--- config.mk ---
export PLATFORM = sky130hd
export DESIGN_NAME = qer_cell
export DESIGN_NICKNAME = d
export VERILOG_FILES = /design/src/rtl/qer_cell.sv
export SDC_FILE = /design/constraint.sdc
export NUM_CORES = 1
export LEC_CHECK = 0
export ABC_AREA = 1
export BUFFER_PORTS_ARGS = -buffer_cell sky130_fd_sc_hd__buf_2
export CAP_MARGIN = 0
export CORE_AREA = 2 2 39 41
export CTS_BUF_LIST = sky130_fd_sc_hd__clkbuf_8 sky130_fd_sc_hd__clkbuf_16
export DETAILED_ROUTE_END_ITERATION = 10
export DIE_AREA = 0 0 41 43
export HOLD_SLACK_MARGIN = 0.1
export SLEW_MARGIN = 20
export SYNTH_ARGS = -nofsm -noshare
export SYNTH_HDL_FRONTEND = slang
export SYNTH_SLANG_ARGS = --single-unit
--- constraint.sdc ---
create_clock -name clock -period 1.67 [get_ports clock]
set_input_delay 0.0835 -clock clock [delete_from_list [all_inputs] [get_ports clock]]
set_output_delay 0.0835 -clock clock [all_outputs]
set_load 0.005 [all_outputs]
--- src/rtl/qer_cell.sv ---
module qer_cell #(
   parameter int WIDTH = 8
) (
   input  logic             clock,
   input  logic             reset,
   input  logic             in_valid,
   output logic             in_ready,
   input  logic [WIDTH-1:0] in_data,
   output logic             out_valid,
   input  logic             out_ready,
   output logic [WIDTH-1:0] out_data
);

   logic             valid_ff;
   logic             valid_in;
   logic [WIDTH-1:0] data_ff;
   logic [WIDTH-1:0] data_in;

   // The cell takes a new item whenever it is empty or its neighbour takes the one it holds.
   assign in_ready  = !valid_ff || out_ready;
   assign valid_in  = in_ready ? in_valid : valid_ff;
   assign data_in   = (in_ready && in_valid) ? in_data : data_ff;
   assign out_valid = valid_ff;
   assign out_data  = data_ff;

   always_ff @(posedge clock) begin
      if (reset) begin
         valid_ff <= 1'b0;
      end else begin
         valid_ff <= valid_in;
      end
   end

   always_ff @(posedge clock) begin
      data_ff <= data_in;
   end

endmodule

==> flow_summary.toml <==
[worst_setup_path]
worst_ep_arrival_time_ps = 870
worstPathRequired_ps = 1610
startpoint_type = "flop"
max_stage_delay_ps = 320
critPathCaptureType = "flop"
cp_cell_sequence = "a21oi_1 -> buf_4"
critPathTopFamily = "flip-flops"
cp-startpoint = "out_valid"
worst-setup-path-type = "reg2reg"
cp_max_fo = 8
cp_num_buf_inv = 1
r2r-start = "out_valid"
slowest_stage = "dfxtp_1"

[clock_network]
cts_resized = 0
clock_tree.root_cell = "clkbuf_8"
cts_buffers = 3
ctsHoldBuffers = 9
post_cts_buffers = 0
cts_tree = "yes"
clock_latency_ps = 230
clockBufferDepth = 2
cts.sink_count = 9
cts.reportedPaths.clkPinSlew_ps = 40
h-tree-depth = 1

[power]
power_mw = 0.562
p_leak_nw = 0.252
p_sw_mw = 0.105
clockPowerShare = 0.430
peakVddDrop_mv = 0.482
power_frac_seq = 0.472
swShare = 0.188
cellPowerDensity_nw_per_um2 = 1010
p_int_mw = 0.456
pwr-share-comb = 0.099

[detailed_routing]
drt-initial-drc-count = 5
drtAntennaViolNets = 0
drtPass1Iterations = 2
routed_wirelength_um = 613
via_count = 235
viasPerCell = 3.62
drc = 0
wl_per_cell_um = 9.43

[synthesis]
synth_top_area_cell = "edfxtp_1"
syn_nets = 26
avgSynthCellArea_um2 = 20.6
synth-seq-area-share = 0.904
yosys_register_bits = 9
yosysUniqueCellTypes = 7
synth.area.top_cells = "edfxtp_1 (83%), dfxtp_1 (7.0%), a21oi_2 (3.0%)"
synthesis.area_um2 = 288
syn_inst = 14
ys_warn_count = 0
synth_top_area_frac = 0.835

[placement]
gp_congestion = 0.617
pre_cts_ws_ps = 738
io_buffers = 21

[final_layout]
final_util = 0.401
synthToLayoutAreaGrowth_pct = 93.0
diodes = 0
nNetsFinal = 62
drive_above_1_share = 0.571
fillCellCount = 138

[sta]
min_period_ps = 934
drv_slew = 0
max_freq_mhz = 1070
fin_skew_ps = 2.15
whs_ps = 115
final.setup.worst_slack_ps = 736
worst_pin_slew_ps = 110
setup_violations = 0
tns_ps = 0
hold_violations = 0
rsz0062_at_grt = "no"
post-route-period-util = 0.559
slew_headroom = 0.927

[floorplan]
start_util = 0.208
ios = 22
die_x_um = 41
die_y_um = 43
coreArea_um2 = 1380
die-area_um2 = 1760
rows = 14

[run_status]
status = "complete, no violations"

[worst_hold_path]
hold_class = "in2reg"
min_from = "out_ready"

[grt]
grt_max_degree = 9
track_usage = 0.0844
grt_pass1_wl_um = 910
antenna_found_initial = 0
overflow = 0
grt_pass1_vias = 249

[job]
cap_violations = 0
-- power groups by stage --
stage | clock [mW] | combinational, mW | sequential (mW)
detailed placement | 0 | 0.0398 | 0.269
global route | 0.260 | 0.0616 | 0.266
finish | 0.241 | 0.0554 | 0.265
global placement | 0 | 0.0392 | 0.269
CTS | 0.248 | 0.0558 | 0.265
floorplan | 0 | 0.00825 | 0.271
-- cell families after synthesis --
logic type      count (synthesis)  synth area share
flops                           9             0.904
buf+inv                         2            0.0261
compound gates                  2            0.0478
simple gates                    1            0.0218
-- synthesized netlist by cell type --
cell type and n:
a21oi_2 1, inv_2 1, edfxtp_1 8, a21oi_1 1, dfxtp_1 1, inv_1 1
nand2_2 1
-- worst paths after layout --
kind	to	slack, ps	cells past startpoint
worst max-delay path	out_data[2]	740	2
worst min-delay path	out_valid	110	4
worst max register to register	out_data[2]	740	2
worst min register to register	out_valid	490	2
-- cell type report --
| class | count | area (um^2) | area share |
|---|---|---|---|
| Clock buffer | 3 | 41.3 | 0.0743 |
| Clock inverter | 1 | 3.75 | 0.00676 |
| Inverter | 2 | 7.51 | 0.0135 |
| Multi-Input combinational cell | 3 | 20.0 | 0.0360 |
| Sequential cell | 9 | 260 | 0.468 |
| Tap cell | 16 | 20.0 | 0.0360 |
| Timing Repair Buffer | 31 | 203 | 0.365 |
-- worst min-delay path: cells and delay by family --
kind                   cells  cell delay [ps]
AO/OA/AOI/OAI              1               40
buffers and inverters      2              110
AND/OR/NAND/NOR            1               60
-- sequential cells by signal (all words and copies together) (netlist names) --
signal	count
out_valid	1
out_data	8
-- metal layers --
metal  track usage  vias to the layer above  wire [um]
li1              -                      119          -
met1        0.0805                       90        253
met2         0.116                       24        236
met3        0.0681                        2        114
met4        0.0600                        0          9
met5             0                        -          0
-- layout by cell type (no fill, tap or decap), drive strengths merged --
master / n
nand2: 1
dfxtp: 1
a21oi: 2
clkbuf: 3
dlygate4sd3: 9
edfxtp: 8
inv: 3
buf: 22
-- metrics by stage --
stage,instance area [um^2],std cells
floorplan,288,14
global placement,420,52
detailed placement,420,52
CTS,556,65
global route,556,65
finish,556,65
No activity file was read; power rests on OpenSTA's default activity.
