**src/rtl/qer_pkg.sv**
```systemverilog
package qer_pkg;

   localparam int COEF_W  = 16;
   localparam int POLY_W  = 48;
   localparam int ROOT_W  = 32;
   localparam int COUNT_W = 2;
   localparam int CSR_INDEX_W = 2;

   localparam logic [CSR_INDEX_W-1:0] CSR_COEF_QUAD  = 2'd0;
   localparam logic [CSR_INDEX_W-1:0] CSR_COEF_LIN   = 2'd1;
   localparam logic [CSR_INDEX_W-1:0] CSR_COEF_CONST = 2'd2;

   localparam logic [COUNT_W-1:0] COUNT_NONE = 2'd0;
   localparam logic [COUNT_W-1:0] COUNT_ONE  = 2'd1;
   localparam logic [COUNT_W-1:0] COUNT_TWO  = 2'd2;
   localparam logic [COUNT_W-1:0] COUNT_ALL  = 2'd3;

   // Roots of the current coefficients, with the solver's busy flag.
   typedef struct packed {
      logic                      busy;
      logic [COUNT_W-1:0]        count;
      logic signed [ROOT_W-1:0]  low;
      logic signed [ROOT_W-1:0]  high;
   } root_info_type;

   // First stage: products with x.
   typedef struct packed {
      logic signed [COEF_W-1:0]   x;
      logic signed [2*COEF_W-1:0] ax;
      logic signed [2*COEF_W-1:0] bx;
   } prod_stage_type;

   // Second stage: exact sum with 24 fraction bits.
   typedef struct packed {
      logic signed [POLY_W-1:0] total;
   } sum_stage_type;

   // Last stage: polynomial value rounded down to 16 fraction bits.
   typedef struct packed {
      logic signed [POLY_W-1:0] poly;
   } out_stage_type;

endpackage

```
**src/rtl/qer_solver.sv**
```systemverilog
module qer_solver (
   input  logic                               clock,
   input  logic                               reset,
   input  logic                               start,
   input  logic signed [qer_pkg::COEF_W-1:0]  coef_quad,
   input  logic signed [qer_pkg::COEF_W-1:0]  coef_lin,
   input  logic signed [qer_pkg::COEF_W-1:0]  coef_const,
   output qer_pkg::root_info_type             info
);
   import qer_pkg::*;

   localparam int STATE_W = 3;
   localparam logic [STATE_W-1:0] S_IDLE = 3'd0;
   localparam logic [STATE_W-1:0] S_MUL  = 3'd1;
   localparam logic [STATE_W-1:0] S_DISC = 3'd2;
   localparam logic [STATE_W-1:0] S_PICK = 3'd3;
   localparam logic [STATE_W-1:0] S_SQRT = 3'd4;
   localparam logic [STATE_W-1:0] S_DIV  = 3'd5;

   localparam logic [1:0] PASS_LIN = 2'd0;
   localparam logic [1:0] PASS_LO  = 2'd1;
   localparam logic [1:0] PASS_HI  = 2'd2;

   localparam int DISC_W = 35;
   localparam int SQ_W   = 34;
   localparam int MAG_W  = 17;
   localparam int DVD_W  = MAG_W + 16;
   localparam int NUM_W  = 19;
   localparam int SQ_STEPS  = SQ_W / 2;
   localparam int DIV_STEPS = DVD_W;

   logic [STATE_W-1:0]        state_ff, state_in;
   logic [1:0]                pass_ff, pass_in;
   logic signed [31:0]        bb_ff, bb_in, ac_ff, ac_in;
   logic signed [DISC_W-1:0]  disc_ff, disc_in;
   logic [SQ_W-1:0]           n_ff, n_in, res_ff, res_in, bit_ff, bit_in;
   logic [4:0]                sq_cnt_ff, sq_cnt_in;
   logic                      neg_ff, neg_in;
   logic [DVD_W-1:0]          dvd_ff, dvd_in, quot_ff, quot_in;
   logic [MAG_W-1:0]          dvs_ff, dvs_in, rem_ff, rem_in;
   logic [5:0]                dv_cnt_ff, dv_cnt_in;
   logic [COUNT_W-1:0]        count_ff, count_in;
   logic signed [ROOT_W-1:0]  low_ff, low_in, high_ff, high_in;

   logic [SQ_W-1:0]           sq_sum;
   logic [MAG_W:0]            rem_sh;
   logic [MAG_W-1:0]          root_s;
   logic signed [NUM_W-1:0]   num_lo, num_hi, num_lin;
   logic signed [NUM_W-1:0]   den_quad, den_lin;
   logic signed [ROOT_W-1:0]  quot_sat;

   assign sq_sum  = res_ff + bit_ff;
   assign rem_sh  = {rem_ff, dvd_ff[DVD_W-1]};
   assign root_s  = res_ff[MAG_W-1:0];
   assign num_lo  = -NUM_W'(coef_lin) - NUM_W'({1'b0, root_s});
   assign num_hi  = -NUM_W'(coef_lin) + NUM_W'({1'b0, root_s});
   assign num_lin = -NUM_W'(coef_const);
   assign den_quad = NUM_W'(coef_quad) <<< 1;
   assign den_lin  = NUM_W'(coef_lin);

   function automatic logic [MAG_W-1:0] mag(input logic signed [NUM_W-1:0] v);
      logic signed [NUM_W-1:0] p;
      p = v[NUM_W-1] ? -v : v;
      return p[MAG_W-1:0];
   endfunction

   // Sign and saturation of the finished magnitude quotient.
   always_comb begin
      if (neg_ff) begin
         if (quot_ff > DVD_W'(33'h0_8000_0000)) begin
            quot_sat = {1'b1, {(ROOT_W-1){1'b0}}};
         end else begin
            quot_sat = -signed'(quot_ff[ROOT_W-1:0]);
         end
      end else begin
         if (quot_ff > DVD_W'(33'h0_7FFF_FFFF)) begin
            quot_sat = {1'b0, {(ROOT_W-1){1'b1}}};
         end else begin
            quot_sat = signed'(quot_ff[ROOT_W-1:0]);
         end
      end
   end

   always_comb begin
      state_in  = state_ff;
      pass_in   = pass_ff;
      bb_in     = bb_ff;
      ac_in     = ac_ff;
      disc_in   = disc_ff;
      n_in      = n_ff;
      res_in    = res_ff;
      bit_in    = bit_ff;
      sq_cnt_in = sq_cnt_ff;
      neg_in    = neg_ff;
      dvd_in    = dvd_ff;
      quot_in   = quot_ff;
      dvs_in    = dvs_ff;
      rem_in    = rem_ff;
      dv_cnt_in = dv_cnt_ff;
      count_in  = count_ff;
      low_in    = low_ff;
      high_in   = high_ff;
      case (state_ff)
         S_IDLE: begin
            if (start) begin
               state_in = S_MUL;
            end
         end
         S_MUL: begin
            bb_in    = 32'(coef_lin) * 32'(coef_lin);
            ac_in    = 32'(coef_quad) * 32'(coef_const);
            low_in   = '0;
            high_in  = '0;
            state_in = S_DISC;
         end
         S_DISC: begin
            disc_in  = DISC_W'(bb_ff) - (DISC_W'(ac_ff) <<< 2);
            state_in = S_PICK;
         end
         S_PICK: begin
            if (coef_quad == '0) begin
               if (coef_lin == '0) begin
                  count_in = (coef_const == '0) ? COUNT_ALL : COUNT_NONE;
                  state_in = S_IDLE;
               end else begin
                  count_in  = COUNT_ONE;
                  pass_in   = PASS_LIN;
                  neg_in    = num_lin[NUM_W-1] ^ den_lin[NUM_W-1];
                  dvd_in    = {mag(num_lin), 16'b0};
                  dvs_in    = mag(den_lin);
                  rem_in    = '0;
                  quot_in   = '0;
                  dv_cnt_in = 6'(DIV_STEPS);
                  state_in  = S_DIV;
               end
            end else if (disc_ff[DISC_W-1]) begin
               count_in = COUNT_NONE;
               state_in = S_IDLE;
            end else begin
               count_in  = (disc_ff == '0) ? COUNT_ONE : COUNT_TWO;
               n_in      = disc_ff[SQ_W-1:0];
               res_in    = '0;
               bit_in    = SQ_W'(1) << (SQ_W - 2);
               sq_cnt_in = 5'(SQ_STEPS);
               state_in  = S_SQRT;
            end
         end
         S_SQRT: begin
            if (sq_cnt_ff != '0) begin
               if (n_ff >= sq_sum) begin
                  n_in   = n_ff - sq_sum;
                  res_in = (res_ff >> 1) + bit_ff;
               end else begin
                  res_in = res_ff >> 1;
               end
               bit_in    = bit_ff >> 2;
               sq_cnt_in = sq_cnt_ff - 5'd1;
            end else begin
               pass_in   = PASS_LO;
               neg_in    = num_lo[NUM_W-1] ^ den_quad[NUM_W-1];
               dvd_in    = {mag(num_lo), 16'b0};
               dvs_in    = mag(den_quad);
               rem_in    = '0;
               quot_in   = '0;
               dv_cnt_in = 6'(DIV_STEPS);
               state_in  = S_DIV;
            end
         end
         S_DIV: begin
            if (dv_cnt_ff != '0) begin
               if (rem_sh >= {1'b0, dvs_ff}) begin
                  rem_in  = MAG_W'(rem_sh - {1'b0, dvs_ff});
                  quot_in = {quot_ff[DVD_W-2:0], 1'b1};
               end else begin
                  rem_in  = rem_sh[MAG_W-1:0];
                  quot_in = {quot_ff[DVD_W-2:0], 1'b0};
               end
               dvd_in    = dvd_ff << 1;
               dv_cnt_in = dv_cnt_ff - 6'd1;
            end else begin
               case (pass_ff)
                  PASS_LO: begin
                     low_in    = quot_sat;
                     pass_in   = PASS_HI;
                     neg_in    = num_hi[NUM_W-1] ^ den_quad[NUM_W-1];
                     dvd_in    = {mag(num_hi), 16'b0};
                     dvs_in    = mag(den_quad);
                     rem_in    = '0;
                     quot_in   = '0;
                     dv_cnt_in = 6'(DIV_STEPS);
                  end
                  PASS_HI: begin
                     high_in  = quot_sat;
                     state_in = S_IDLE;
                  end
                  default: begin
                     low_in   = quot_sat;
                     high_in  = quot_sat;
                     state_in = S_IDLE;
                  end
               endcase
            end
         end
         default: begin
            state_in = S_IDLE;
         end
      endcase
      // A write in the middle of a run starts the solver again, so the
      // roots always follow the last coefficient written.
      if (start) begin
         state_in = S_MUL;
      end
   end

   always_ff @(posedge clock) begin
      if (reset) begin
         state_ff <= S_IDLE;
         count_ff <= COUNT_ALL;
         low_ff   <= '0;
         high_ff  <= '0;
      end else begin
         state_ff <= state_in;
         count_ff <= count_in;
         low_ff   <= low_in;
         high_ff  <= high_in;
      end
   end

   always_ff @(posedge clock) begin
      pass_ff   <= pass_in;
      bb_ff     <= bb_in;
      ac_ff     <= ac_in;
      disc_ff   <= disc_in;
      n_ff      <= n_in;
      res_ff    <= res_in;
      bit_ff    <= bit_in;
      sq_cnt_ff <= sq_cnt_in;
      neg_ff    <= neg_in;
      dvd_ff    <= dvd_in;
      quot_ff   <= quot_in;
      dvs_ff    <= dvs_in;
      rem_ff    <= rem_in;
      dv_cnt_ff <= dv_cnt_in;
   end

   assign info.busy  = (state_ff != S_IDLE);
   assign info.count = count_ff;
   assign info.low   = low_ff;
   assign info.high  = high_ff;

`ifndef SYNTHESIS
   a_idle_holds: assert property (@(posedge clock) disable iff (reset)
      (state_ff == S_IDLE && !start) |=>
         ($stable(count_ff) && $stable(low_ff) && $stable(high_ff)))
      else $error("root results changed while the solver was idle");
   a_no_root_zero: assert property (@(posedge clock) disable iff (reset)
      (state_ff == S_IDLE && (count_ff == COUNT_NONE || count_ff == COUNT_ALL)) |->
         (low_ff == '0 && high_ff == '0))
      else $error("roots not zero although none are defined");
   a_one_root_same: assert property (@(posedge clock) disable iff (reset)
      (state_ff == S_IDLE && count_ff == COUNT_ONE && coef_quad == '0) |->
         (low_ff == high_ff))
      else $error("linear root differs between the two outputs");
`endif

endmodule

```
**config.mk**
```make
export PLATFORM = sky130hd
export DESIGN_NAME = qer_solver
export DESIGN_NICKNAME = d
export VERILOG_FILES = /design/src/rtl/qer_pkg.sv /design/src/rtl/qer_solver.sv
export SDC_FILE = /design/constraint.sdc
export NUM_CORES = 2
export LEC_CHECK = 0
export BUFFER_PORTS_ARGS = -buffer_cell sky130_fd_sc_hd__buf_2
export CAP_MARGIN = 20
export CORE_ASPECT_RATIO = 0.7
export CORE_UTILIZATION = 38
export DETAILED_ROUTE_END_ITERATION = 8
export PLACE_DENSITY = 0.49
export SLEW_MARGIN = 10
export SYNTH_ARGS = -nofsm -noshare
export SYNTH_HDL_FRONTEND = slang
export SYNTH_SLANG_ARGS = --single-unit
```
**constraint.sdc**
```tcl
create_clock -name clock -period 10.25 [get_ports clock]
set_input_delay 0.5125 -clock clock [delete_from_list [all_inputs] [get_ports clock]]
set_output_delay 0.5125 -clock clock [all_outputs]
set_load 0.05 [all_outputs]
```
==> flow_summary.json <==
{
  "status": "complete, no violations",
  "final_max_slew_viol_count": 0,
  "fillers": 11200,
  "yosysTopAreaCell": "fa_1",
  "netlist_instances": 4781,
  "finalCritPeriodShare": 0.675,
  "area_delta_synth_final_pct": 7.55,
  "rrSetupSlack_ps": 3400,
  "cp_slowest_cell": "fa_1",
  "clockPowerShare": 0.089,
  "ys_types": 95,
  "die_w_microns": 404,
  "synth.yosys.warnings": 0,
  "required_ps": 10560,
  "drt-vias-per-instance": 5.17,
  "ys_ff_latch": 349,
  "antenna_found_initial": 7,
  "timing.rr.end": "res_ff[23]$_SDFFCE_PN0P_",
  "pin_count": 118,
  "critPathLaunchType": "input pin",
  "cpPeakStageDelay_ps": 900,
  "swShare": 0.488,
  "leakagePower_nw": 20.7,
  "overflow": 0,
  "grt_pass1_vias": 32300,
  "synth_top_cell_area_share": 0.233,
  "hold_viol_final": 0,
  "cpMostUsedCell": "fa_1",
  "hp-start": "start",
  "rsz0062_at_grt": "no",
  "grt_pass1_wl_microns": 194000,
  "setup_viol": 0,
  "tritoncts": "built",
  "async_flop_share": 0,
  "max_clock_freq_mhz": 145,
  "pwr-share-seq": 0.153,
  "finish.utilization": 0.415,
  "fin_nets": 5660,
  "post-route-drc-count": 0,
  "cellPowerDensity_mw_per_mm2": 343,
  "holdPathStages": 2,
  "synthAdderAreaFrac": 0.331,
  "crit_type": "in2reg",
  "internal_power_mw": 8.12,
  "dp_cells": 6234,
  "wl_per_cell_microns": 19.6,
  "synth.area.top_cells": "fa_1, edfxtp_1, ha_1, inv_1, nand2_1",
  "path_cells": "buf_2 -> clkinv_1 -> nor2_1 -> fa_1 -> fa_1 -> fa_1 -> fa_1 -> fa_1 -> inv_1 -> fa_1 -> inv_1 -> ha_1 -> or2_2 -> a21oi_1 -> nor2_1 -> a21oi_1 -> o221ai_1 -> o21a_1 -> nor2_1 -> xnor2_1",
  "whs_endpoint": "state_ff[1]$_SDFFE_PP0P_",
  "place_congestion": 0.865,
  "cts_setup_buffers": 0,
  "portBuffers": 117,
  "root_buffer": "clkbuf_16",
  "synth_area_sq_mm": 0.0430,
  "finalSetupTns_ps": 0,
  "hpwl_microns": 97200,
  "fin_cells": 6311,
  "endpoint_kind": "flip-flop",
  "vias": 32600,
  "synthMuxAreaShare": 0.00233,
  "combPwrFrac": 0.758,
  "grtUsageTotal": 0.217,
  "avgSynthCellArea_sq_um": 9.00,
  "ant_nets": 0,
  "power_mw": 15.9,
  "synth_top_family_by_area": "adder cells",
  "first_iter_violations": 2536,
  "hp-class": "in2reg",
  "maxSlewHeadroom": 0.238,
  "syn-num-nets": 5671,
  "maxCapViolations": 0,
  "ir_drop_uv": 532,
  "holdBufCountCts": 0,
  "grt_max_degree": 82,
  "post-route-min-period_ps": 6920,
  "first_pass_iters": 7,
  "fin_skew_ps": 34.3,
  "synth_edf_count": 280,
  "wirelength_microns": 123000,
  "rr_worst_depth": 23,
  "worstReg2RegStart": "res_ff[2]$_SDFFCE_PN0P_",
  "h-tree-depth": 2,
  "cts_made_buffers": 40,
  "rows": 102,
  "dieArea_sq_mm": 0.115,
  "core_area_sq_mm": 0.111,
  "crit_path_max_fanout": 18,
  "ys.flop_type": "edfxtp_1",
  "synth_simple_gate_area_frac": 0.160,
  "yosysSeqAreaShare": 0.228,
  "clock_path_buffers": 3,
  "clock_latency_ps": 590,
  "cts_resized": 0,
  "start_util": 0.386,
  "synth_xor_xnor_area_share": 0.0685,
  "die_h_microns": 284,
  "clkSlewWorstSetupHoldPaths_ps": 60,
  "drive_above_1_share": 0.0590,
  "clock-sinks": 349,
  "tightest_slew_ps": 1130,
  "cp.arrival_ps": 7230,
  "switching_power_mw": 7.75,
  "synth_compound_area_frac": 0.124
}
==> placed cells by master (no fill, tap or decap), drive strengths merged, types with 30 or more instances in the layout <==
cell type,instances
nor3,70
a31oi,44
clkbuf,47
nor2,317
a211oi,30
nor2b,36
nand2b,57
ha,338
nand2,542
or3,30
edfxtp,280
xnor2,228
and2,175
buf,146
dfxtp,69
o21ai,177
xor2,107
inv,780
and3,47
a21o,74
nand3,54
fa,501
a21oi,259
==> critical path, delay by kind of cell <==
kind,cells,cell delay (ps)
xor+xnor,1,70
compound gates,4,940
fa+ha+maj,7,3790
buf+inv,4,1030
simple gates,4,870
==> flip-flops by register name, indices dropped and copies added (netlist names), 2 cells and up <==
register and flops:
bb_ff 31, high_ff 32, dvs_ff 17, disc_ff 34, rem_ff 17, pass_ff 2, count_ff 2, dvd_ff 17
quot_ff 33, res_ff 34, ac_ff 32, state_ff 3, bit_ff 17, dv_cnt_ff 6, n_ff 34, low_ff 32
sq_cnt_ff 5
==> metrics by stage <==
step / area [sq um] / setup slack (ps) / hold WS, ps
6_report: 46300 / 3330 / 124
3_3_place_gp: 45000 / 2850 / 410
5_1_grt: 46300 / 2890 / 86.9
2_1_floorplan: 43000 / 2070 / 400
4_1_cts: 46200 / 3380 / 75.0
3_5_place_dp: 45000 / 2790 / 417
==> cells in the mapped netlist (all sizes together) (10+ instances only) <==
cell type  instances
inv              778
nand2            542
fa               501
ha               338
nor2             317
edfxtp           280
a21oi            259
xnor2            228
o21ai            177
and2             175
clkbuf           167
xor2             107
a21o              74
nor3              70
dfxtp             69
nand2b            57
nand3             54
and3              47
a31oi             44
nor2b             36
buf               32
a211oi            30
or3               30
nand4             28
nor4              28
o21bai            27
o31ai             26
o22ai             21
o21a              20
a311oi            18
or4               16
or2               15
a31o              14
a211o             10
a222oi            10
mux2i             10
o211ai            10
==> power by group through the flow <==
stage	clock network, mW	registers, mW	logic [mW]
finish	1.40	2.43	12.0
global route	1.50	2.45	13.8
CTS	1.45	2.44	12.2
detailed placement	0	2.47	12.1
global placement	0	2.47	12.2
floorplan	0	2.43	9.04
==> routing by layer <==
layer  global-route usage  part of all wire  vias up
met5                    0           0.00022        -
met3               0.0263             0.048      108
met2                0.312              0.42      662
met4               0.0321             0.012        4
met1                0.350              0.52    16200
li1                     -                 -    15700
==> final cells by class <==
class	count	area [sq um]	area share
sequential	349	9790	0.212
multi-input combinational	3452	29600	0.640
antenna	5	12.5	0.000270
inverter	781	2930	0.0634
tap	1508	1890	0.0408
timing repair buffer	146	815	0.0176
clock buffer	47	1030	0.0222
clock inverter	23	200	0.00433
==> logic make-up (layout without fill, tap and decap cells) <==
family / count (synthesis) / in the layout
AO/OA/AOI/OAI: 818 / 818
XOR/XNOR: 335 / 335
adder cells (fa/ha/maj): 839 / 839
buffers and inverters: 980 / 997
flip-flops: 349 / 349
multiplexers: 10 / 10
other: 0 / 5
AND/OR/NAND/NOR: 1450 / 1450
==> worst max-delay path by stage <==
stage	from	end	slack (ps)	cells past startpoint
floorplan	coef_lin[0]	dv_cnt_ff[0]$_SDFFCE_PN1P_	2070	12
global placement	coef_lin[1]	bb_ff[31]$_DFFE_PN_	2850	20
detailed placement	coef_lin[1]	bb_ff[31]$_DFFE_PN_	2790	20
CTS	coef_lin[1]	bb_ff[31]$_DFFE_PN_	3380	20
global route	coef_lin[1]	bb_ff[31]$_DFFE_PN_	2890	25
finish	coef_lin[1]	bb_ff[31]$_DFFE_PN_	3330	20
Note: power is estimated with default switching activity, not from simulation.
